==> src/rtl/core/assert_macros.svh <==
// assertion macros shared by the rtl/core modules
// each macro samples on clk_i; the module that uses it must have clk_i and rst_ni
`ifndef ASSERT_MACROS_SVH
`define ASSERT_MACROS_SVH

// checked only outside reset
`define ASSERT_RST(lbl, prop) \
  lbl: assert property (@(posedge clk_i) disable iff (!rst_ni) (prop)) \
    else $error("assertion failed");

// checked at every rising clock edge, reset included
`define ASSERT_ALWAYS(lbl, prop) \
  lbl: assert property (@(posedge clk_i) (prop)) \
    else $error("assertion failed");

`endif

==> src/rtl/core/tcpopt_pkg.sv <==
// shared types and constants for the tcp option area parser
// no dependencies
package tcpopt_pkg;

  // default limit on option area length in bytes
  localparam int unsigned MAX_AREA_BYTES_DEF = 64;

  // option kind codes
  localparam logic [7:0] KIND_END       = 8'd0;
  localparam logic [7:0] KIND_NOP       = 8'd1;
  localparam logic [7:0] KIND_MSS       = 8'd2;
  localparam logic [7:0] KIND_WSCALE    = 8'd3;
  localparam logic [7:0] KIND_SACK_PERM = 8'd4;
  localparam logic [7:0] KIND_SACK      = 8'd5;
  localparam logic [7:0] KIND_TSTAMP    = 8'd8;
  localparam logic [7:0] KIND_COOKIE    = 8'd34;

  // expected option lengths
  localparam logic [7:0] LEN_MIN        = 8'd2;
  localparam logic [7:0] LEN_MSS        = 8'd4;
  localparam logic [7:0] LEN_WSCALE     = 8'd3;
  localparam logic [7:0] LEN_SACK_PERM  = 8'd2;
  localparam logic [7:0] LEN_TSTAMP     = 8'd10;
  localparam logic [7:0] LEN_COOKIE_MAX = 8'd16;

  // parser phase, one-hot
  typedef enum logic [3:0] {
    PH_KIND = 4'b0001,
    PH_LEN  = 4'b0010,
    PH_BODY = 4'b0100,
    PH_STOP = 4'b1000
  } phase_e;

  // result status codes
  typedef enum logic [1:0] {
    ST_OK    = 2'd0,
    ST_END   = 2'd1,
    ST_BAD   = 2'd2,
    ST_TRUNC = 2'd3
  } status_e;

  // input word
  typedef struct packed {
    logic [7:0] opt_byte;
    logic       last_byte;
  } in_word_t;

  // result word
  typedef struct packed {
    logic [7:0]  kind_byte;
    logic [7:0]  len_byte;
    logic [31:0] value_first;
    logic [31:0] value_second;
    logic        value_valid;
    logic [1:0]  block_index;
    logic        last_of_option;
    logic        list_done;
    status_e     status;
  } out_word_t;

  // running parse state (area position kept apart, its width follows the limit)
  typedef struct packed {
    phase_e      phase;
    logic [7:0]  kind;
    logic [7:0]  len;
    logic [7:0]  body_cnt;
    logic [31:0] acc1;
    logic [31:0] acc2;
    logic [1:0]  sack_cnt;
  } parse_state_t;

endpackage

==> src/rtl/core/tcpopt_step.sv <==
// next-state and result logic for one option byte
// depends on tcpopt_pkg
module tcpopt_step import tcpopt_pkg::*; #(
  parameter int unsigned MaxAreaBytes = MAX_AREA_BYTES_DEF,
  parameter int unsigned PosW         = $clog2(MaxAreaBytes + 1)
) (
  input  parse_state_t    state_i,
  input  logic [PosW-1:0] pos_i,
  input  in_word_t        in_word_i,
  output parse_state_t    state_o,
  output logic            res_valid_o,
  output out_word_t       res_o
);

  // result for a finished option
  function automatic out_word_t finish_f(logic [7:0] kind, logic [7:0] len,
                                         logic [31:0] a1, logic [31:0] a2,
                                         logic [1:0] sack, logic area_end);
    out_word_t r;
    logic      ok;
    r = '0;
    ok = 1'b0;
    r.kind_byte      = kind;
    r.len_byte       = len;
    r.last_of_option = 1'b1;
    r.list_done      = area_end;
    r.status         = ST_OK;
    case (kind)
      KIND_MSS: begin
        ok = (len == LEN_MSS);
        r.value_first = a1;
      end
      KIND_WSCALE: begin
        ok = (len == LEN_WSCALE);
        r.value_first = a1;
      end
      KIND_SACK_PERM: begin
        ok = (len == LEN_SACK_PERM);
      end
      KIND_TSTAMP: begin
        ok = (len == LEN_TSTAMP);
        r.value_first  = a1;
        r.value_second = a2;
      end
      KIND_COOKIE: begin
        ok = (len > LEN_MIN) && (len <= LEN_COOKIE_MAX);
        r.value_first  = a1;
        r.value_second = {24'd0, len - LEN_MIN};
      end
      KIND_SACK: begin
        r.block_index = sack;
      end
      default: begin
        ok = 1'b0;
      end
    endcase
    if (!ok) begin
      r.value_first  = '0;
      r.value_second = '0;
    end
    r.value_valid = ok;
    return r;
  endfunction

  // result for an option cut off by the end of the area
  function automatic out_word_t trunc_f(logic [7:0] kind, logic [7:0] len,
                                        logic [1:0] sack);
    out_word_t r;
    r = '0;
    r.kind_byte      = kind;
    r.len_byte       = len;
    r.block_index    = (kind == KIND_SACK) ? sack : 2'd0;
    r.last_of_option = 1'b1;
    r.list_done      = 1'b1;
    r.status         = ST_TRUNC;
    return r;
  endfunction

  logic [7:0]  b;
  logic        last;
  logic        area_end;
  logic [2:0]  k;
  logic [8:0]  bc1;
  logic [7:0]  len_m2;
  logic        done;
  logic [31:0] acc1_n;
  logic [31:0] acc2_n;

  assign b        = in_word_i.opt_byte;
  assign last     = in_word_i.last_byte;
  assign area_end = last || (pos_i >= PosW'(MaxAreaBytes - 1));
  assign k        = state_i.body_cnt[2:0];
  assign bc1      = {1'b0, state_i.body_cnt} + 9'd1;
  assign len_m2   = state_i.len - LEN_MIN;
  assign done     = (bc1 == {1'b0, len_m2});

  // body byte folded into the accumulators; a cookie keeps the area position of its first body byte instead
  always_comb begin
    acc1_n = state_i.acc1;
    acc2_n = state_i.acc2;
    if (state_i.kind == KIND_COOKIE) begin
      if (state_i.body_cnt == 8'd0) acc1_n = 32'(pos_i);
    end else if (!k[2]) begin
      acc1_n = {state_i.acc1[23:0], b};
    end else begin
      acc2_n = {state_i.acc2[23:0], b};
    end
  end

  // phase walk and result selection
  always_comb begin
    state_o     = state_i;
    res_valid_o = 1'b0;
    res_o       = '0;
    case (state_i.phase)
      PH_KIND: begin
        if (b == KIND_END) begin
          res_valid_o          = 1'b1;
          res_o.kind_byte      = KIND_END;
          res_o.last_of_option = 1'b1;
          res_o.list_done      = 1'b1;
          res_o.status         = ST_END;
          state_o.phase        = PH_STOP;
        end else if (b == KIND_NOP) begin
          res_valid_o          = 1'b1;
          res_o.kind_byte      = KIND_NOP;
          res_o.len_byte       = 8'd1;
          res_o.value_valid    = 1'b1;
          res_o.last_of_option = 1'b1;
          res_o.list_done      = area_end;
          res_o.status         = ST_OK;
        end else begin
          state_o.kind     = b;
          state_o.len      = '0;
          state_o.body_cnt = '0;
          state_o.acc1     = '0;
          state_o.acc2     = '0;
          state_o.sack_cnt = '0;
          state_o.phase    = PH_LEN;
          if (area_end) begin
            res_valid_o = 1'b1;
            res_o       = trunc_f(b, 8'd0, 2'd0);
          end
        end
      end
      PH_LEN: begin
        state_o.len = b;
        if (b < LEN_MIN) begin
          res_valid_o          = 1'b1;
          res_o.kind_byte      = state_i.kind;
          res_o.len_byte       = b;
          res_o.last_of_option = 1'b1;
          res_o.list_done      = 1'b1;
          res_o.status         = ST_BAD;
          state_o.phase        = PH_STOP;
        end else if (b == LEN_MIN) begin
          res_valid_o   = 1'b1;
          res_o         = finish_f(state_i.kind, b, state_i.acc1, state_i.acc2,
                                   state_i.sack_cnt, area_end);
          state_o.phase = PH_KIND;
        end else begin
          state_o.phase = PH_BODY;
          if (area_end) begin
            res_valid_o = 1'b1;
            res_o       = trunc_f(state_i.kind, b, state_i.sack_cnt);
          end
        end
      end
      PH_BODY: begin
        state_o.acc1 = acc1_n;
        state_o.acc2 = acc2_n;
        if (state_i.kind == KIND_SACK && k == 3'd7) begin
          res_valid_o = 1'b1;
          if (!done && area_end) begin
            res_o = trunc_f(state_i.kind, state_i.len, state_i.sack_cnt);
          end else begin
            res_o.kind_byte      = KIND_SACK;
            res_o.len_byte       = state_i.len;
            res_o.value_first    = acc1_n;
            res_o.value_second   = acc2_n;
            res_o.value_valid    = (len_m2[2:0] == 3'd0);
            res_o.block_index    = state_i.sack_cnt;
            res_o.last_of_option = done;
            res_o.list_done      = done && area_end;
            res_o.status         = ST_OK;
            state_o.sack_cnt     = state_i.sack_cnt + 2'd1;
          end
        end else if (done) begin
          res_valid_o = 1'b1;
          res_o       = finish_f(state_i.kind, state_i.len, acc1_n, acc2_n,
                                 state_i.sack_cnt, area_end);
        end else if (area_end) begin
          res_valid_o = 1'b1;
          res_o       = trunc_f(state_i.kind, state_i.len, state_i.sack_cnt);
        end
        state_o.body_cnt = bc1[7:0];
        if (done) state_o.phase = PH_KIND;
      end
      PH_STOP: begin
        state_o.phase = PH_STOP;
      end
      default: begin
        state_o.phase = PH_STOP;
      end
    endcase

    // area boundary overrides the phase
    if (last) begin
      state_o.phase = PH_KIND;
    end else if (area_end) begin
      state_o.phase = PH_STOP;
    end
  end

endmodule

==> src/rtl/core/tcp_option_tlv_parser_core.sv <==
// Latency: a result word is valid on the cycle after the byte that completes it is taken.
// Throughput: one option byte per cycle; a byte is taken whenever the result register
// is empty or being drained in the same cycle.
// Reset: rst_ni low clears the parse state to expecting a kind byte at area position 0
// and empties the result register.
`include "assert_macros.svh"

module tcp_option_tlv_parser_core import tcpopt_pkg::*; #(
  parameter int unsigned MaxAreaBytes = MAX_AREA_BYTES_DEF
) (
  input  logic      clk_i,
  input  logic      rst_ni,
  input  logic      in_valid_i,
  output logic      in_stall_o,
  input  in_word_t  in_word_i,
  output logic      out_valid_o,
  input  logic      out_stall_i,
  output out_word_t out_word_o
);

  localparam int unsigned PosW = $clog2(MaxAreaBytes + 1);

  // parse state after reset: expecting a kind byte, everything else zero
  localparam parse_state_t StateRst = '{
    phase:    PH_KIND,
    kind:     8'd0,
    len:      8'd0,
    body_cnt: 8'd0,
    acc1:     32'd0,
    acc2:     32'd0,
    sack_cnt: 2'd0
  };

  parse_state_t    state_q, state_d;
  logic [PosW-1:0] pos_q, pos_d;
  logic            out_valid_q;
  out_word_t       out_q;
  logic            res_valid;
  out_word_t       res;
  logic            in_acc;

  // a word is taken unless the result register is full and stalled
  assign in_stall_o = out_valid_q && out_stall_i;
  assign in_acc     = in_valid_i && !in_stall_o;

  tcpopt_step #(
    .MaxAreaBytes(MaxAreaBytes),
    .PosW        (PosW)
  ) u_step (
    .state_i    (state_q),
    .pos_i      (pos_q),
    .in_word_i  (in_word_i),
    .state_o    (state_d),
    .res_valid_o(res_valid),
    .res_o      (res)
  );

  // area position, back to 0 after the final byte of an area, else saturating at the limit
  always_comb begin
    pos_d = pos_q;
    if (in_word_i.last_byte) begin
      pos_d = '0;
    end else if (pos_q < PosW'(MaxAreaBytes)) begin
      pos_d = pos_q + PosW'(1);
    end
  end

  // parse state
  always_ff @(posedge clk_i or negedge rst_ni) begin
    if (!rst_ni) begin
      state_q <= StateRst;
      pos_q   <= '0;
    end else if (in_acc) begin
      state_q <= state_d;
      pos_q   <= pos_d;
    end
  end

  // result register valid
  always_ff @(posedge clk_i or negedge rst_ni) begin
    if (!rst_ni) begin
      out_valid_q <= 1'b0;
    end else if (in_acc && res_valid) begin
      out_valid_q <= 1'b1;
    end else if (out_valid_q && !out_stall_i) begin
      out_valid_q <= 1'b0;
    end
  end

  // result register payload
  always_ff @(posedge clk_i) begin
    if (in_acc && res_valid) begin
      out_q <= res;
    end
  end

  assign out_valid_o = out_valid_q;
  assign out_word_o  = out_q;

  // final byte of an area restarts the walk at position 0
  `ASSERT_RST(a_last_restarts,
    in_acc && in_word_i.last_byte |=> state_q.phase == PH_KIND && pos_q == '0)
  // position never passes the area limit
  `ASSERT_RST(a_pos_bound, pos_q <= PosW'(MaxAreaBytes))
  // an empty result register never holds off the input
  `ASSERT_ALWAYS(a_no_idle_stall, !out_valid_q |-> !in_stall_o)
  // a truncated or end result always closes the area
  `ASSERT_RST(a_stop_closes,
    out_valid_q && (out_q.status == ST_TRUNC || out_q.status == ST_END)
      |-> out_q.list_done && out_q.last_of_option)

endmodule

==> config.mk <==
export PLATFORM = sky130hd
export DESIGN_NAME = tcp_option_tlv_parser_core
export DESIGN_NICKNAME = d
export VERILOG_FILES = /design/src/rtl/core/tcpopt_pkg.sv /design/src/rtl/core/tcpopt_step.sv /design/src/rtl/core/tcp_option_tlv_parser_core.sv
export VERILOG_INCLUDE_DIRS = /design/src /design/src/rtl/core
export SDC_FILE = /design/constraint.sdc
export NUM_CORES = 1
export LEC_CHECK = 0
export BUFFER_PORTS_ARGS = -buffer_cell sky130_fd_sc_hd__buf_4
export CAP_MARGIN = 20
export CELL_PAD_IN_SITES_DETAIL_PLACEMENT = 1
export CELL_PAD_IN_SITES_GLOBAL_PLACEMENT = 2
export CORE_MARGIN = 2
export CORE_UTILIZATION = 42
export CTS_BUF_LIST = sky130_fd_sc_hd__clkbuf_4 sky130_fd_sc_hd__clkbuf_8
export CTS_CLUSTER_SIZE = 10
export DETAILED_ROUTE_END_ITERATION = 10
export PLACE_DENSITY_LB_ADDON = 0.05
export SLEW_MARGIN = 40
export SYNTH_ARGS = -nofsm -noshare
export SYNTH_HDL_FRONTEND = slang
export SYNTH_HIERARCHICAL = 1
export SYNTH_SLANG_ARGS = --single-unit
==> constraint.sdc <==
create_clock -name clk_i -period 11.7 [get_ports clk_i]
set_input_delay 2.34 -clock clk_i [delete_from_list [all_inputs] [get_ports clk_i]]
set_output_delay 2.34 -clock clk_i [all_outputs]
set_load 0.05 [all_outputs]
; ---- After elaboration in Yosys (flattened, before gate mapping)
; Cells that the tools add are included.
[word_totals]
output_inout_bits = 89
in_bits = 13
register_bits = 189
elab_cells = 149
[classes]
eq_ne = 26
add_sub_neg = 5
n_reduce_logical = 27
n_lt_le_gt_ge = 7
muxes = 64
bitwise_logic = 2
[ops]
columns = cell, count
row1 = two-way mux 87 bit, 7
row2 = one-hot mux 87 bit (3 select lines), 1
row3 = two-way mux 32 bit, 7
row4 = two-way mux 64 bit, 3
row5 = one-hot mux 74 bit (2 select lines), 1
row6 = one-hot mux 32 bit (2 select lines), 2
row7 = two-way mux 94 bit, 1
row8 = two-way mux 82 bit, 1
row9 = two-way mux 75 bit, 1
row10 = two-way mux 67 bit, 1
row11 = equality test 8 x 2 -> 1 bit (second input constant), 6
row12 = equality test 8 x 3 -> 1 bit (second input constant), 4
row13 = two-way mux 16 bit, 2
row14 = two-way mux 4 bit, 8
row15 = equality test 8 x 4 -> 1 bit (second input constant), 3
row16 = greater-than comparator 8 x 2 -> 1 bit (second input constant), 2
row17 = <= comparator 8 x 5 -> 1 bit (second input constant), 2
row18 = zero test 8 bit, 2
row19 = two-way mux 1 bit, 16
row20 = one-hot mux 8 bit (2 select lines), 1
row21 = subtractor 8 x 2 -> 8 bit (second input constant), 2
row22 = two-way mux 7 bit, 2
row23 = one-hot mux 4 bit (3 select lines), 1
row24 = AND reduction 4 bit, 3
row25 = 32 further kinds, 52

; ---- Longest topological paths before layout
; Gate-level depths: netlist (run 1).
[depth]
depth_word = 10
ltp_mapped = 11
ltp_nobuf = 11

; ---- Modules after synthesis
; Netlist (run 1), hierarchy kept.
[modules_own_cells]
columns = mod, instances, area_per_inst_um2, seq_area_each_um2, cells_per_inst
row1 = tcp_option_tlv_parser_core, 1, 6602.6, 5166.2, 532
row2 = tcpopt_step, 1, 3858.7, 0.0, 576

; ---- Least setup slack after synthesis (run 1)
; OpenSTA, ideal clock, no wires.
[synth_timing]
path_type = input -> register
from = input in_word_i[5] (netlist name)
to = register out_q (netlist bit out_word_o[0]), enable pin
required_ns = 11.245
setup_ns = 0.455
setup_slack_ns = 5.431
arrival_ns = 5.814
path_buffers = 1
stages = 6
cell_sequence = clkbuf_1 > or4_4 > nor4_2 > o21ai_0 > nand4_1 > and2_1
[synth_via]
elab_chain_cells = 5
elab_cells_between_ends = 10
[synth_lines]
columns = element, line_no
row1 = "start, declared", tcp_option_tlv_parser_core.sv:15  ; input in_word_t in_word_i,
row2 = branches (longest 3 deep; another with less-than comparator 8 x 2 -> 1 bit), --
row3 = one-hot mux 1 bit (3 select lines) *, tcpopt_step.sv:115  ; case (state_i.phase)
row4 = via res_valid, tcp_option_tlv_parser_core.sv:38  ; logic res_valid;
row5 = logical AND 1 bit *, tcp_option_tlv_parser_core.sv:92  ; if (in_acc && res_valid) begin
row6 = "end signal, assigned", tcp_option_tlv_parser_core.sv:93  ; out_q <= res;
row7 = "end, declared", tcp_option_tlv_parser_core.sv:37  ; out_word_t out_q;
; Mark *: on every way through the listed nets, which the timed path passes.
; A chain may end at the register's enable or synchronous reset.

; ---- Worst setup path in the final report (run 1)
[layout_timing]
from = input in_word_i[6] (netlist name)
to = register out_q (netlist bit out_word_o[40]), enable pin
; Same word-level chain as after synthesis.

==> results of run 1 <==
## power breakdown
part | internal, mW | switching (mW)
combinational | 0.0909 | 0.194
sequential | 0.724 | 0.0502
clock | 0.167 | 0.286
## flip-flops by register name (all words and copies together), names as in the netlist
signal	flops
pos_q	7
out_word_o	87
state_q	94
out_valid_o	1
## per-layer routing
metal | share of wire, % | routed length, µm
met1 | 47 | 15100
met2 | 47 | 15240
met3 | 4.0 | 1299
met4 | 1.5 | 483
met5 | 0 | 0
## placed cells by master, fill, tap and decap left out, drive strengths merged, types with 18 or more instances in the layout
cell / synthesis / routed
nand2: 379 / 379
buf: 38 / 120
dfrtp: 101 / 101
edfxtp: 87 / 87
a22o: 79 / 79
nor2: 65 / 65
a21oi: 39 / 39
a21o: 35 / 35
o21ai: 29 / 29
a22oi: 27 / 27
inv: 16 / 24
clkbuf: 42 / 18
## area by class of cell
cell class | count | area [µm²]
clock buffer | 18 | 241.5
clock inverter | 14 | 170.2
fill | 2802 | 12520
inverter | 16 | 60.06
multi-input combinational | 823 | 4870
sequential | 189 | 5166
tap | 324 | 405.4
timing repair buffer | 120 | 954.7
## synthesized netlist by cell type (all sizes together), types with 3 or more instances
master    n  share of area (%)
or3       7               0.42
a32o      4               0.38
nor4      8               0.68
nand2   379                 14
nand3    13               0.74
ha        7               0.84
nor2     65                2.4
xnor2    13                1.4
and3      6               0.36
a31oi     3               0.38
a22oi    27                1.9
edfxtp   87                 25
nand3b    6               0.43
nor3      9               0.65
a21oi    39                2.8
a22o     79                6.6
o31ai     3               0.22
and2      4               0.24
a211o     3               0.25
o221ai    7               0.59
o311ai    4               0.33
o21ai    29                1.4
a21o     35                2.5
xor2      4               0.33
nor4b     5               0.68
buf      38                2.6
nor2b     4               0.24
inv      16               0.57
nand2b    6               0.36
dfrtp   101                 24
clkbuf   42                1.5
a211oi    3               0.22
nand4     6               0.36
or4       3               0.29
mux2i     6               0.57
o22ai     7               0.66
## how the worst min path moves through the flow
stage	end	from	cells past startpoint	slack [ps]
6_report	state_q[32]	state_q[32]	2	520
5_1_grt	state_q[33]	state_q[33]	2	560
4_1_cts	state_q[0]	state_q[0]	2	530
3_5_place_dp	state_q[0]	state_q[0]	2	500
3_3_place_gp	state_q[33]	state_q[33]	2	480
2_1_floorplan	state_q[74]	state_q[74]	2	440
## worst max-delay path, cell delays in order
cell     delay (ps)
buf_4           150
or4_4           570
nor4_2          420
o21ai_0         340
nand4_1         270
and2_4          560
buf_4           610
## cells by family (layout without fill, tap and decap cells)
family	Yosys count	count (layout)	share of synthesized area, %
multiplexers	6	6	0.5741
XOR/XNOR	18	18	1.961
adder cells (fa/ha/maj)	7	7	0.8372
AO/OA/AOI/OAI	263	263	20.34
flip-flops	189	189	49.38
AND/OR/NAND/NOR	529	529	22.19
buffers and inverters	96	168	4.712
## stage by stage
stage	hold WS, ps	utilization, %	setup WS, ps
after floorplan	440.4	-	5431
after global placement	484.4	46.56	6148
after detailed placement	500.9	46.91	6010
after CTS	528.5	48.59	6511
after global routing	556.0	48.66	6265
final	523.4	48.66	6470
==> reports/qor.csv, run 1 <==
metric,value,unit
yosysWarnings,6,
post_dp_cell_area,0.01144,mm²
grt_antenna_before_repair,0,
routed_wl,32120,µm
report.power.total,1.513,mW
synthArstFlopShare,53.97,%
required,11810,ps
p_leak,5.175,nW
drc_errors,0,
post-route-period-util,44.70,%
drtPass1Iterations,5,
synth_flop_cell,dfrtp_1,
ctsHoldBuffers,0,
synth_edf_count,87,
synth-seq-cells,189,
cap_violations,0,
timing.slew.headroom,44.21,%
yosysSeqAreaShare,49.38,%
reg2reg_to,out_word_o[40],
r2r_slack,6860,ps
ys_types,83,
rows,57,
end_kind,flip-flop,
hold_viol_final,0,
fmax,191.2,MHz
grt_overflow,0,
cts_tree,built,
drtAntennaViolNets,0,
io_pins,102,
crit_path_max_fanout,45,
gr-usage-met3,3.396,%
grt_max_degree,69,
area_growth,13.44,%
coreArea,0.02439,mm²
critPathKind,primary input to flip-flop,
layout.cells.non_filler,1504,
place.detailed.hpwl,20990,µm
placed_cells,1471,
cts.sinks,189,
grt_pass1_vias,8817,
fin_area,0.01187,mm²
setup-violations-final,0,
fp.dieH,161.8,µm
gp_congestion,0.8768,
wl_per_cell,21.36,µm
synth.cell_area,0.01046,mm²
synth_nets,1128,
track_usage,24.99,%
grt_use_met2,40.25,%
maxSlewViolCount,0,
rsz0062_at_grt,false,
drt_iter0_markers,555,
num_vias,8666,
grt_pass1_wl,51260,µm
die_x,161.8,µm
start_util,42.89,%
period_needed,5230,ps
port_buffers,101,
global_route.peak_usage_layer,met2,
cts.repair.resized,0,
max-clock-path-buffers,2,
worstRegToRegCells,11,
synthCells,1108,
layout-drive-gt1-share,18.98,%
min_path_type,flip-flop to flip-flop,
cts_root_buf,clkbuf_8,
critical_path.startpoint,in_word_i[6],
final.setup_skew,21.18,ps
arrival,5340,ps
power_density,127.5,mW/mm²
via_per_inst,5.762,
cts_buffers,17,
synth_area_per_cell,9.442,µm²
htree_levels,4,
fin_setup_tns,0,ps
insertion_delay,480,ps
clk_pin_slew,110,ps
startpoint_type,primary input,
status,"complete, no violations",
r2r_start,state_q[75],
postCtsSetupRepairBufs,0,
finalNetCount,1187,
ir_worst_vdd,0.05575,mV
antenna_cells,0,
worst_slew_pin_slew,833.2,ps
cp-endpoint,out_word_o[40],
dieArea,0.02619,mm²
met1_usage,35.74,%
(Power assumes the default switching activity.)
==> run 2: changes to the inputs <==
--- a/config.mk
+++ b/config.mk
@@ -11,7 +11,7 @@
 export CELL_PAD_IN_SITES_DETAIL_PLACEMENT = 1
 export CELL_PAD_IN_SITES_GLOBAL_PLACEMENT = 2
 export CORE_MARGIN = 2
-export CORE_UTILIZATION = 42
+export CORE_UTILIZATION = 39
 export CTS_BUF_LIST = sky130_fd_sc_hd__clkbuf_4 sky130_fd_sc_hd__clkbuf_8
 export CTS_CLUSTER_SIZE = 10
 export DETAILED_ROUTE_END_ITERATION = 10
==> constraint.sdc (replaced) <==
create_clock -name clk_i -period 5 [get_ports clk_i]
set_input_delay 1 -clock clk_i [delete_from_list [all_inputs] [get_ports clk_i]]
set_output_delay 1 -clock clk_i [all_outputs]
set_load 0.05 [all_outputs]
==> run 2 against run 1 <==
Compared with the run above: setup slack got worse by 5500 ps; highest routed layer unchanged; critical path type is now flip-flop to flip-flop; clock-buffer cell count did not move; clock skew is 4.4 ps higher; clock power up 140%; power up 130%; final cell count increased by 1.0%; largest cell class unchanged; combinational power is 130% higher.
==> reports/qor.csv, run 2 (synthesis results as in run 1) <==
metric,value,unit,change
clk_pin_slew,120,ps,about the same
largest_reg_flops,94,,unchanged
track_usage,23.91,%,-1.1 points
p_switching,1.245,mW,+130%
grt_use_met2,38.07,%,-2.2 points
grt_max_degree,69,,unchanged
wl_per_cell,21.54,µm,+0.86%
drtAntennaViolNets,0,,unchanged
coreArea,0.02621,mm²,+7.4%
insertion_delay,490,ps,about the same
drt_iter0_markers,609,,+9.7%
setup-violations-final,0,,unchanged
p_seq_share,51.1,%,about the same
routed_wl,32720,µm,+1.9%
layout-drive-gt1-share,19.26,%,+0.27 points
port_buffers,101,,unchanged
swShare,35.14,%,+0.071 points
arrival,4150,ps,-1190 ps
fillers,3022,,+7.9%
startpoint_type,flip-flop,,
power_density,298.9,mW/mm²,+130%
drc_errors,0,,unchanged
critPathKind,flip-flop to flip-flop,,
final.setup_skew,25.57,ps,+4.386 ps
grt_overflow,0,,unchanged
fp.dieH,167.8,µm,+3.7%
dieArea,0.02815,mm²,+7.5%
placed_cells,1486,,+1.0%
global_route.peak_usage_layer,met2,,
required,5120,ps,-6690 ps
p_comb_share,18.6,%,-0.2 points
io_pins,102,,unchanged
end_kind,flip-flop,,
met1_usage,34.64,%,-1.1 points
ctsHoldBuffers,0,,unchanged
period_needed,4033,ps,
gr-usage-met3,3.220,%,-0.18 points
crit_path_max_fanout,46,,+2.2%
rows,59,,+3.5%
cts_root_buf,clkbuf_8,,
layout.cells.non_filler,1519,,+1.0%
internal-power,2.298,mW,+130%
worstPathCellList,inv_1 -> ha_1 -> or3b_4 -> xor2_1 -> xnor3_1 -> nor4_4 -> and3_1 -> o21ai_0 -> nand4_1 -> and2_4 -> buf_4,,
final_cell_mix,"nand2_1, buf_4, dfrtp_1, edfxtp_1, a22o_1",,
fmax,247.9,MHz,
slowest_stage,dfrtp_1,,
timing.slew.headroom,47.36,%,+3.1 points
grt_antenna_before_repair,0,,unchanged
grt_pass1_vias,8871,,+0.61%
max-clock-path-buffers,2,,unchanged
crit_path_max_incr_delay,520,ps,-90 ps
die_x,167.8,µm,+3.7%
cap_violations,0,,unchanged
cts_buffers,17,,unchanged
area_growth,13.34,%,about the same
place.detailed.hpwl,21160,µm,+0.79%
via_per_inst,5.717,,-0.78%
postCtsSetupRepairBufs,0,,unchanged
worst_slew_pin_slew,786.2,ps,-47.01 ps
rsz0062_at_grt,false,,
grt_pass1_wl,52580,µm,+2.6%
min_path_type,primary input to asynchronous set/reset pin,,
htree_levels,4,,unchanged
drtPass1Iterations,5,,unchanged
finalNetCount,1191,,+0.34%
top_register,state_q,,
post-route-period-util,80.66,%,
gp_congestion,0.8888,,+1.4%
maxSlewViolCount,0,,unchanged
num_vias,8684,,+0.21%
antenna_cells,0,,unchanged
fin_setup_tns,0,ps,unchanged
p_leak,5.184,nW,+0.17%
hold_viol_final,0,,unchanged
cts_tree,built,,
ir_worst_vdd,0.1734,mV,+210%
status,"complete, no violations",,
cts.sinks,189,,unchanged
clockPowerShare,30.3,%,+0.3 points
layout_commonest_cell,nand2_1,,
cts.repair.resized,0,,unchanged
start_util,39.92,%,-3.0 points
-- run 2: changes by cell type in the layout (fill, tap and decap cells not counted), sizes merged --
cell  change
buf       +4
-- run 2: final timing paths --
| kind | from | endpoint | slack, ps | depth (start not counted) |
|---|---|---|---|---|
| max in group asynchronous | rst_ni | state_q[73] | 3660 | 2 |
| min in group clk_i | state_q[90] | state_q[90] | 520 | 2 |
| min | rst_ni | state_q[85] | 490 | 1 |
| max | state_q[75] | out_word_o[21] | 970 | 11 |
| max reg2reg | state_q[75] | out_word_o[21] | 970 | 11 |
| min reg2reg | state_q[90] | state_q[90] | 520 | 2 |
-- run 2: layer usage --
layer	wire (µm)	share of wire (%)
met3	1450	4.4
met4	422	1.3
met5	0	0
met2	15270	47
met1	15580	48
-- run 2: critical path, delay by kind of cell (launching register included) --
kind	cells	cell delay, ps
DFF	1	520
and+or+nand+nor	5	1430
xor gates and xnor gates	2	600
AOI/OAI and AO/OA	1	210
buffers and inverters	2	660
adders and majority gates	1	210
-- run 2: layout make-up --
| cell class | instances | area, µm² | share of cell area (%) |
|---|---|---|---|
| flip-flops and latches | 189 | 5166 | 43.57 |
| multi-input cells | 823 | 4847 | 40.88 |
| repair buffers | 124 | 954.7 | 8.052 |
| well taps | 335 | 419.2 | 3.535 |
| clock buffers | 18 | 241.5 | 2.037 |
| clock inverters | 14 | 167.7 | 1.414 |
| inverters | 16 | 60.06 | 0.5065 |
-- run 2: power by group through the flow --
stage	clock network (mW)	registers, mW	logic [mW]
6_report	1.07	1.81	0.659
5_1_grt	1.16	1.82	0.715
4_1_cts	1.10	1.81	0.659
3_5_place_dp	0	1.84	0.655
3_3_place_gp	0	1.84	0.649
2_1_floorplan	0	1.88	0.400
-- run 2: through the flow --
step	setup WS, ps	power, mW	area (µm²)	util [%]	hold WS (ps)
2_1_floorplan	34.55	2.275	10460	-	440.4
3_3_place_gp	1149	2.486	11410	43.53	485.2
3_5_place_dp	1049	2.496	11420	43.59	489.7
4_1_cts	1004	3.571	11830	45.15	514.7
5_1_grt	665.0	3.702	11860	45.24	502.1
6_report	966.8	3.543	11860	45.24	489.2
